File: src/rtl/core/ara_pkg.sv
`timescale 1ns / 1ps

package ara_pkg;

  localparam int MAX_REGIONS = 16;
  localparam int ADDR_BITS   = 32;
  localparam int MASK_W      = 12;
  localparam int CNT_W       = $clog2(MAX_REGIONS + 1);

  localparam logic [CNT_W-1:0] CNT_FULL = CNT_W'(MAX_REGIONS);
  localparam logic [CNT_W-1:0] LAST_IDX = CNT_W'(MAX_REGIONS - 1);

  localparam logic OP_ALLOC = 1'b0;
  localparam logic OP_FREE  = 1'b1;

  localparam logic [1:0] ST_OK       = 2'd0;
  localparam logic [1:0] ST_NOMEM    = 2'd1;
  localparam logic [1:0] ST_NOTFOUND = 2'd2;
  localparam logic [1:0] ST_FULL     = 2'd3;

  // value of paddr[2] for each register
  localparam logic REG_POOL  = 1'b0;
  localparam logic REG_ALIGN = 1'b1;

  typedef struct packed {
    logic [ADDR_BITS-1:0] start;
    logic [ADDR_BITS-1:0] len;
  } entry_t;

  typedef struct packed {
    logic   shift;
    entry_t tail;
  } chain_ctrl_t;

  // bytes from pos up to the next aligned position
  function automatic logic [MASK_W-1:0] pad_for(input logic [MASK_W-1:0] pos,
                                                input logic [MASK_W-1:0] mask);
    logic [MASK_W-1:0] t;
    t = mask + MASK_W'(1) - (pos & mask);
    return t & mask;
  endfunction

endpackage

File: src/rtl/core/aligned_region_allocator.sv
`timescale 1ns / 1ps

// Aligned first-fit region allocator. The region table lives in a chain of 16 cells that
// rotates one entry past the controller per cycle during a search, insert or delete pass.
// An allocate that fits past the high-water end goes from S_FIT to an insert pass; one
// that does not runs a search pass, then an insert pass if a gap is found or ST_NOMEM if
// none is; a free runs a delete pass; an allocate into a full table goes straight to
// ST_FULL. One request is worked on at a time; a new request is taken once the previous
// result has moved into the output register, even while that result is still stalled.
// pool_size and align_mask are written through the APB port (byte addresses 0 and 4);
// the user must write them only while no request is in flight, which the block does not
// enforce; align_mask must be a power of two minus one.

module aligned_region_allocator (
  input  logic                          clk,
  input  logic                          rst,

  input  logic                          req_valid,
  output logic                          req_stall,
  input  logic                          opcode,
  input  logic [ara_pkg::ADDR_BITS-1:0] request_size,
  input  logic [ara_pkg::ADDR_BITS-1:0] region_offset,

  output logic                          rsp_valid,
  input  logic                          rsp_stall,
  output logic [1:0]                    status,
  output logic [ara_pkg::ADDR_BITS-1:0] offset,
  output logic [ara_pkg::ADDR_BITS-1:0] bytes_in_use,

  input  logic                          psel,
  input  logic                          penable,
  input  logic                          pwrite,
  input  logic [2:0]                    paddr,
  input  logic [31:0]                   pwdata,
  output logic [31:0]                   prdata,
  output logic                          pready
);

  localparam int AW = ara_pkg::ADDR_BITS;
  localparam int MW = ara_pkg::MASK_W;
  localparam int CW = ara_pkg::CNT_W;

  typedef enum logic [5:0] {
    S_IDLE   = 6'b000001,
    S_FIT    = 6'b000010,
    S_SEARCH = 6'b000100,
    S_INSERT = 6'b001000,
    S_DELETE = 6'b010000,
    S_DONE   = 6'b100000
  } state_t;

  state_t state;

  logic [AW-1:0] pool_size;
  logic [MW-1:0] align_mask;

  logic [CW-1:0] count;
  logic [AW-1:0] hwe;
  logic [AW-1:0] used;

  logic [AW-1:0] size;
  logic [AW-1:0] off;

  logic [CW-1:0] step;
  logic [AW:0]   hw_start;
  logic [AW:0]   prev_end;
  logic [MW-1:0] pad;
  logic [AW:0]   need;
  logic          found;
  logic [AW-1:0] new_start;
  logic          lag;
  logic          inserted;
  logic          matched;
  ara_pkg::entry_t hold;

  logic [1:0]    res_status;
  logic [AW-1:0] res_offset;

  ara_pkg::entry_t      head;
  ara_pkg::chain_ctrl_t chain_ctrl;

  logic [AW:0]   head_end;
  logic [MW-1:0] head_pad;
  logic [AW:0]   head_need;
  logic [AW+1:0] gap_need_end;
  logic          search_fit;
  logic          insert_now;
  logic          match_now;
  logic [AW+1:0] hw_end;
  logic [AW:0]   new_end;
  logic [MW-1:0] hwe_pad;
  logic          cfg_write;

  ara_chain u_chain (
    .clk (clk),
    .ctrl(chain_ctrl),
    .head(head)
  );

  // ---------------- configuration port
  assign pready    = 1'b1;
  assign cfg_write = psel && penable && pwrite;

  always_comb begin
    prdata = pool_size;
    if (paddr[2] == ara_pkg::REG_ALIGN) begin
      prdata = {{(32 - MW){1'b0}}, align_mask};
    end
  end

  // ---------------- walk datapath
  assign head_end     = {1'b0, head.start} + {1'b0, head.len};
  assign head_pad     = ara_pkg::pad_for(head_end[MW-1:0], align_mask);
  assign head_need    = {1'b0, size} + {{(AW + 1 - MW){1'b0}}, head_pad};
  assign gap_need_end = {1'b0, prev_end} + {1'b0, need};
  // a request needing zero bytes fits any gap, even a negative one
  assign search_fit   = (need == '0) || ({2'b00, head.start} >= gap_need_end);
  assign insert_now   = !inserted && ((step >= count) || (head.start > new_start));
  assign match_now    = !matched && (step < count) && (head.start == off) &&
                        (head.len == size);
  assign hwe_pad      = ara_pkg::pad_for(hwe[MW-1:0], align_mask);
  assign hw_end       = {1'b0, hw_start} + {2'b00, size};
  assign new_end      = {1'b0, new_start} + {1'b0, size};

  always_comb begin
    chain_ctrl.shift = (state == S_SEARCH) || (state == S_INSERT) || (state == S_DELETE);
    chain_ctrl.tail  = head;
    unique case (state)
      S_INSERT: begin
        if (insert_now) begin
          chain_ctrl.tail.start = new_start;
          chain_ctrl.tail.len   = size;
        end else if (lag) begin
          chain_ctrl.tail = hold;
        end
      end
      S_DELETE: begin
        if (lag) begin
          chain_ctrl.tail = hold;
        end
      end
      default: begin
        chain_ctrl.tail = head;
      end
    endcase
  end

  assign req_stall = (state != S_IDLE);

  // ---------------- control
  always_ff @(posedge clk) begin
    if (rst) begin
      state      <= S_IDLE;
      pool_size  <= '0;
      align_mask <= MW'(3);
      count      <= '0;
      hwe        <= '0;
      used       <= '0;
      rsp_valid  <= 1'b0;
    end else begin
      if (cfg_write) begin
        if (paddr[2] == ara_pkg::REG_ALIGN) begin
          align_mask <= pwdata[MW-1:0];
        end else begin
          pool_size <= pwdata[AW-1:0];
        end
      end

      if (rsp_valid && !rsp_stall && (state != S_DONE)) begin
        rsp_valid <= 1'b0;
      end

      unique case (state)
        S_IDLE: begin
          if (req_valid) begin
            size     <= request_size;
            off      <= region_offset;
            step     <= '0;
            prev_end <= '0;
            hw_start <= {1'b0, hwe} + {{(AW + 1 - MW){1'b0}}, hwe_pad};
            matched  <= 1'b0;
            inserted <= 1'b0;
            found    <= 1'b0;
            if (opcode == ara_pkg::OP_FREE) begin
              lag   <= 1'b1;
              state <= S_DELETE;
            end else if (count == ara_pkg::CNT_FULL) begin
              res_status <= ara_pkg::ST_FULL;
              res_offset <= '0;
              state      <= S_DONE;
            end else begin
              state <= S_FIT;
            end
          end
        end

        S_FIT: begin
          lag <= 1'b0;
          if (hw_end <= {2'b00, pool_size}) begin
            new_start <= hw_start[AW-1:0];
            state     <= S_INSERT;
          end else begin
            // the first gap starts at zero
            pad   <= ara_pkg::pad_for('0, align_mask);
            need  <= {1'b0, size} +
                     {{(AW + 1 - MW){1'b0}}, ara_pkg::pad_for('0, align_mask)};
            state <= S_SEARCH;
          end
        end

        S_SEARCH: begin
          if (!found && (step < count)) begin
            if (search_fit) begin
              found     <= 1'b1;
              new_start <= prev_end[AW-1:0] + {{(AW - MW){1'b0}}, pad};
            end
            prev_end <= head_end;
            pad      <= head_pad;
            need     <= head_need;
          end
          if (step == ara_pkg::LAST_IDX) begin
            step <= '0;
            if (found || ((step < count) && search_fit)) begin
              state <= S_INSERT;
            end else begin
              res_status <= ara_pkg::ST_NOMEM;
              res_offset <= '0;
              state      <= S_DONE;
            end
          end else begin
            step <= step + 1'b1;
          end
        end

        S_INSERT: begin
          if (insert_now) begin
            inserted <= 1'b1;
            lag      <= 1'b1;
            hold     <= head;
          end else if (lag) begin
            hold <= head;
          end
          step <= step + 1'b1;
          if (step == ara_pkg::LAST_IDX) begin
            count <= count + 1'b1;
            used  <= used + size;
            if (new_end > {1'b0, hwe}) begin
              hwe <= new_end[AW-1:0];
            end
            res_status <= ara_pkg::ST_OK;
            res_offset <= new_start;
            state      <= S_DONE;
          end
        end

        S_DELETE: begin
          // one extra shift drops the beat pushed on the first cycle
          if (match_now) begin
            matched <= 1'b1;
            lag     <= 1'b0;
            if (step == count - 1'b1) begin
              hwe <= (step == '0) ? '0 : prev_end[AW-1:0];
            end
          end else if (lag) begin
            hold <= head;
          end
          prev_end <= head_end;
          step     <= step + 1'b1;
          if (step == ara_pkg::CNT_FULL) begin
            res_offset <= '0;
            if (matched) begin
              count      <= count - 1'b1;
              used       <= used - size;
              res_status <= ara_pkg::ST_OK;
            end else begin
              res_status <= ara_pkg::ST_NOTFOUND;
            end
            state <= S_DONE;
          end
        end

        S_DONE: begin
          if (!rsp_valid || !rsp_stall) begin
            rsp_valid    <= 1'b1;
            status       <= res_status;
            offset       <= res_offset;
            bytes_in_use <= used;
            state        <= S_IDLE;
          end
        end

        default: begin
          state <= S_IDLE;
        end
      endcase
    end
  end

endmodule

File: src/rtl/core/ara_cell.sv
`timescale 1ns / 1ps

module ara_cell (
  input  logic            clk,
  input  logic            shift,
  input  ara_pkg::entry_t d,
  output ara_pkg::entry_t q
);

  ara_pkg::entry_t held;

  always_ff @(posedge clk) begin
    if (shift) begin
      held <= d;
    end
  end

  assign q = held;

endmodule

File: src/rtl/core/ara_chain.sv
`timescale 1ns / 1ps

module ara_chain (
  input  logic                 clk,
  input  ara_pkg::chain_ctrl_t ctrl,
  output ara_pkg::entry_t      head
);

  ara_pkg::entry_t link [ara_pkg::MAX_REGIONS];

  // each cell takes its right neighbor; the last one takes the tail beat
  for (genvar k = 0; k < ara_pkg::MAX_REGIONS; k++) begin : g_cell
    ara_pkg::entry_t d;
    if (k == ara_pkg::MAX_REGIONS - 1) begin : g_last
      assign d = ctrl.tail;
    end else begin : g_mid
      assign d = link[k + 1];
    end
    ara_cell u_cell (
      .clk  (clk),
      .shift(ctrl.shift),
      .d    (d),
      .q    (link[k])
    );
  end

  assign head = link[0];

endmodule
File: config.mk
export PLATFORM = sky130hd
export DESIGN_NAME = aligned_region_allocator
export DESIGN_NICKNAME = d
export VERILOG_FILES = /design/src/rtl/core/ara_pkg.sv /design/src/rtl/core/aligned_region_allocator.sv /design/src/rtl/core/ara_cell.sv /design/src/rtl/core/ara_chain.sv
export SDC_FILE = /design/constraint.sdc
export NUM_CORES = 2
export LEC_CHECK = 0
export BUFFER_PORTS_ARGS = -buffer_cell sky130_fd_sc_hd__buf_2
export CAP_MARGIN = 25
export CORE_AREA = 2 2 475 477
export DETAILED_ROUTE_END_ITERATION = 8
export DIE_AREA = 0 0 477 479
export HOLD_SLACK_MARGIN = 0.1
export SLEW_MARGIN = 25
export SYNTH_ARGS = -nofsm -noshare
export SYNTH_HDL_FRONTEND = slang
export SYNTH_SLANG_ARGS = --single-unit
File: constraint.sdc
create_clock -name clk -period 25.5 [get_ports clk]
set_input_delay 1.275 -clock clk [delete_from_list [all_inputs] [get_ports clk]]
set_output_delay 1.275 -clock clk [all_outputs]
set_load 0.01 [all_outputs]
==> flow_summary_export.csv <==
group,metric,value,unit
min_path,min_from,"u_chain.g_cell[7].u_cell.q[52]$_DFFE_PP_",
die,core_region_area,0.2236,mm^2
power,p_sw,1430,uW
cells_and_area,fillCellCount,21650,
clocking,cts_buffers,161,
place,gp_congestion,0.9112,
cells_and_area,final_net_count,5565,
power,intPower,4349,uW
critical_path,crit_cells,21,
global_routing,grt_pass1_vias,37840,
place,placed_area,0.07158,mm^2
global_routing,globalRouteOverflowTotal,0,
cells_and_area,layout-drive-gt1-share,12.92,%
critical_path,r2r-start,"new_start[0]$_DFFE_PP_",
critical_path,path_delay_family,"compound AO/OA/AOI/OAI gates",
critical_path,cp_num_buf_inv,1,
synth,yosys.area_share.simple,7.751,%
die,die_x,477,um
critical_path,endpoint_kind,"flop",
global_routing,grt_pass1_wl,248.0,mm
clocking,worstSkewPairLatency,0.83,ns
min_path,hold_path.class,"reg2reg",
timing,rsz0062_at_grt,"no",
power,power.share.clock,40.6,%
cells_and_area,final_core_util,34.41,%
timing,slew_viol_final,0,
die,io_pins,208,
critical_path,r2r-end,"hwe[2]$_SDFFE_PP0P_",
drt,drt_iter0_markers,3645,
timing,layout_setup_ws,18.44,ns
drt,avgViaCountPerCell,4.799,
synth,synth_ff_type,"edfxtp_1",
global_routing,grtUsageTotal,14.54,%
power,cellPowerDensity,75.11,mW/mm^2
drt,routedWlPerCell,20.78,um
synth,syn_nets,5267,
drt,wirelength,170.9,mm
drt,dr.pass1.iters,7,
critical_path,crit_required,26.18,ns
synth,async_reset_ff_share,0,%
power,cellLeakagePower,0.02718,uW
timing,fin_crit_sh,27.68,%
global_routing,antenna_found_initial,15,
critical_path,cp-start-kind,"flop",
power,swShare,24.74,%
critical_path,worst_ep_arrival_time,7.74,ns
cells_and_area,regArea,0.04456,mm^2
clocking,cts.reportedPaths.clkPinSlew,0.06,ns
timing,setup_violations,0,
die,initial_core_util,29.84,%
timing,slew_headroom,28.66,%
drt,final_antenna_net_count,0,
timing,finalSetupTns,0,ns
synth,ys_types,89,
synth,synth_compound_area_share,10.06,%
synth,avgSynthCellArea,13.92,um^2
power,share_comb_of_total_power,9.7,%
timing,hold_ws,0.3780,ns
synth,ys_ff_latch,1524,
flow_run,max-cap-violations,0,
clocking,clock-root-buffer,"clkbuf_16",
synth,syn-cell-area,0.06671,mm^2
outcome,outcome,"complete, no violations",
synth,synth-xor-area-share,4.293,%
place,pre_cts_ws,18.67,ns
clocking,cts_tree,"done",
timing,clock.fmax,141.7,MHz
drt,drc,0,
synth,synth_top_family_by_area,"compound AO/OA/AOI/OAI gates",
critical_path,crit_slowest_cell,"buf_4",
synth,synth_edf_count,1404,
place,dp_hpwl,123.8,mm
timing,finalCriticalPeriod,7.057,ns
drt,vias,39460,
clocking,clock_sinks,1524,
clocking,cts_setup_buffers,0,
clocking,cts.path.max_buffers,3,
synth,netlist_instances,4794,
cells_and_area,multi_input_area,0.02089,mm^2
synth,synthMuxAreaShare,2.074,%
clocking,h-tree-depth,4,
critical_path,crit_start,"new_start[0]$_DFFE_PP_",
critical_path,r2r_cells,21,
global_routing,grt_max_degree,180,
cells_and_area,final_common_cell,"edfxtp_1",
critical_path,critical_path_class,"reg2reg",
cells_and_area,stdcell_area,0.07694,mm^2
timing,worst_slew_pin_slew,1.070,ns
timing,hold_viol_final,0,
clocking,cts_resized,0,
power,vdd_ir_drop_max,0.06414,mV
die,die_y,479,um
critical_path,cp-endpoint,"hwe[2]$_SDFFE_PP0P_",
critical_path,cp_slowest_stage_delay,0.75,ns
place,port_buffers,204,
cells_and_area,area_growth,15.33,%
synth,synth_adder_area_share,6.977,%
critical_path,r2r_slack,18.44,ns
critical_path,worstPathMaxFanout,64,
timing,skew,0.06116,ns
clocking,holdBufCountCts,0,
synth,synth.yosys.seq_area_share,66.80,%
synth,yosys_warnings,0,
critical_path,crit_chain,"ha_1 > fa_1 > a211o_1 > a21oi_1 > a211oi_2 > a21oi_4 > a41oi_2 > a221oi_1 > a21oi_1 > or3_1 > and2_1 > ha_1 > a2111oi_0 > nand2_1 > nor2_1 > a31oi_1 > o21a_1 > o31ai_4 > buf_4 > a221oi_1 > a211oi_1",
cells_and_area,final_cell_mix,"1404 x edfxtp_1, 412 x nand2_1, 356 x ha_1",
power,seq_power_share,49.6,%
die,dieArea,0.2285,mm^2
die,num_rows,174,
per-stage QoR:
step,total power (uW),std cells
floorplan,3347,4794
global placement,3467,7920
detailed placement,3479,7921
CTS,5847,8217
global route,6009,8217
finish,5779,8221
worst min-delay path by stage:
stage	to	depth (start not counted)	slack, ns
4_1_cts	u_chain.g_cell[4].u_cell.q[52]$_DFFE_PP_	0	0.37
3_5_place_dp	u_chain.g_cell[0].u_cell.q[14]$_DFFE_PP_	0	0.40
5_1_grt	u_chain.g_cell[6].u_cell.q[52]$_DFFE_PP_	0	0.39
2_1_floorplan	offset[0]$_DFFE_PP_	0	0.40
3_3_place_gp	u_chain.g_cell[13].u_cell.q[17]$_DFFE_PP_	0	0.40
6_report	u_chain.g_cell[6].u_cell.q[52]$_DFFE_PP_	0	0.38
power groups by stage:
stage,clock [uW],combinational [uW],sequential (uW)
after floorplan,0,392,2960
after global placement,0,548,2920
after detailed placement,0,557,2920
after CTS,2420,562,2870
after global routing,2510,626,2870
final,2350,563,2870
per-layer routing:
layer  part of all wire, %  wire length, um  global-route usage (%)  vias to the layer above
li1                      -                -                       -                    18630
met1                    45            76200                   19.50                    19600
met2                    46            78720                   23.05                      946
met3                   5.0             8563                   2.566                      275
met4                   4.3             7349                   6.415                        6
met5                 0.021               36                       0                        -
area by class of cell:
| class | count | share of cell area [%] |
|---|---|---|
| tap | 2992 | 4.866 |
| inverter | 206 | 1.015 |
| multi-input combinational | 2923 | 27.15 |
| timing repair buffer | 276 | 2.101 |
| clock buffer | 184 | 5.389 |
| sequential | 1524 | 57.92 |
| clock inverter | 112 | 1.545 |
| antenna | 4 | 0.01301 |
registers in the layout (all words and copies together), names as in the netlist, 2 cells and up:
register,cells
offset,32
off,32
size,32
bytes_in_use,32
res_offset,32
new_start,32
count,5
pool_size,32
u_chain.g_cell.u_cell.q,1024
align_mask,12
status,2
res_status,2
prev_end,33
pad,12
need,33
hwe,32
hw_start,33
state,6
hold,64
used,32
step,5
worst register-to-register path, delay by kind of cell, from the launching register on:
kind	cells	cell delay, ns
AOI/OAI and AO/OA	13	3.56
adders and majority gates	3	1.09
and+or+nand+nor	4	0.90
buffers and inverters	1	0.75
DFF	1	0.63
cell usage after synthesis (11+ instances only):
cell type,number,area (um^2)
a211oi_1,42,315.3
a211oi_2,31,387.9
a21boi_0,11,82.58
a21o_1,112,840.8
a21oi_1,269,1346
a221oi_1,23,201.4
a221oi_2,20,300.3
a31oi_1,22,137.6
and2_1,29,181.4
and3_1,38,237.7
and4_1,11,96.34
buf_1,15,56.30
clkbuf_1,110,412.9
dfxtp_1,120,2402
edfxtp_1,1404,42160
ha_1,356,4454
inv_1,203,762.0
mux2_2,58,653.1
mux2i_1,64,640.6
nand2_1,413,1550
nand2b_1,36,225.2
nand3_1,60,300.3
nand3b_1,11,82.58
nand4_1,61,381.6
nor2_1,243,912.1
nor2b_1,55,344.1
nor3_1,61,305.3
nor4_1,28,175.2
o211ai_1,19,142.6
o21a_1,48,360.4
o21ai_0,255,1276
o21bai_1,20,150.1
o22ai_1,15,93.84
o31ai_1,14,105.1
or2_2,12,75.07
or3_1,11,68.82
xnor2_1,232,2032
xor2_1,95,832.1
logic make-up (layout without fill, tap and decap cells):
family	count (synthesis)	after routing
DFF	1524	1524
other	1	5
buffers and inverters	347	778
AOI/OAI and AO/OA	1002	1002
muxes	130	130
and+or+nand+nor	1097	1097
xor gates and xnor gates	327	327
adders and majority gates	366	366
No activity file was read; power rests on OpenSTA's default activity.
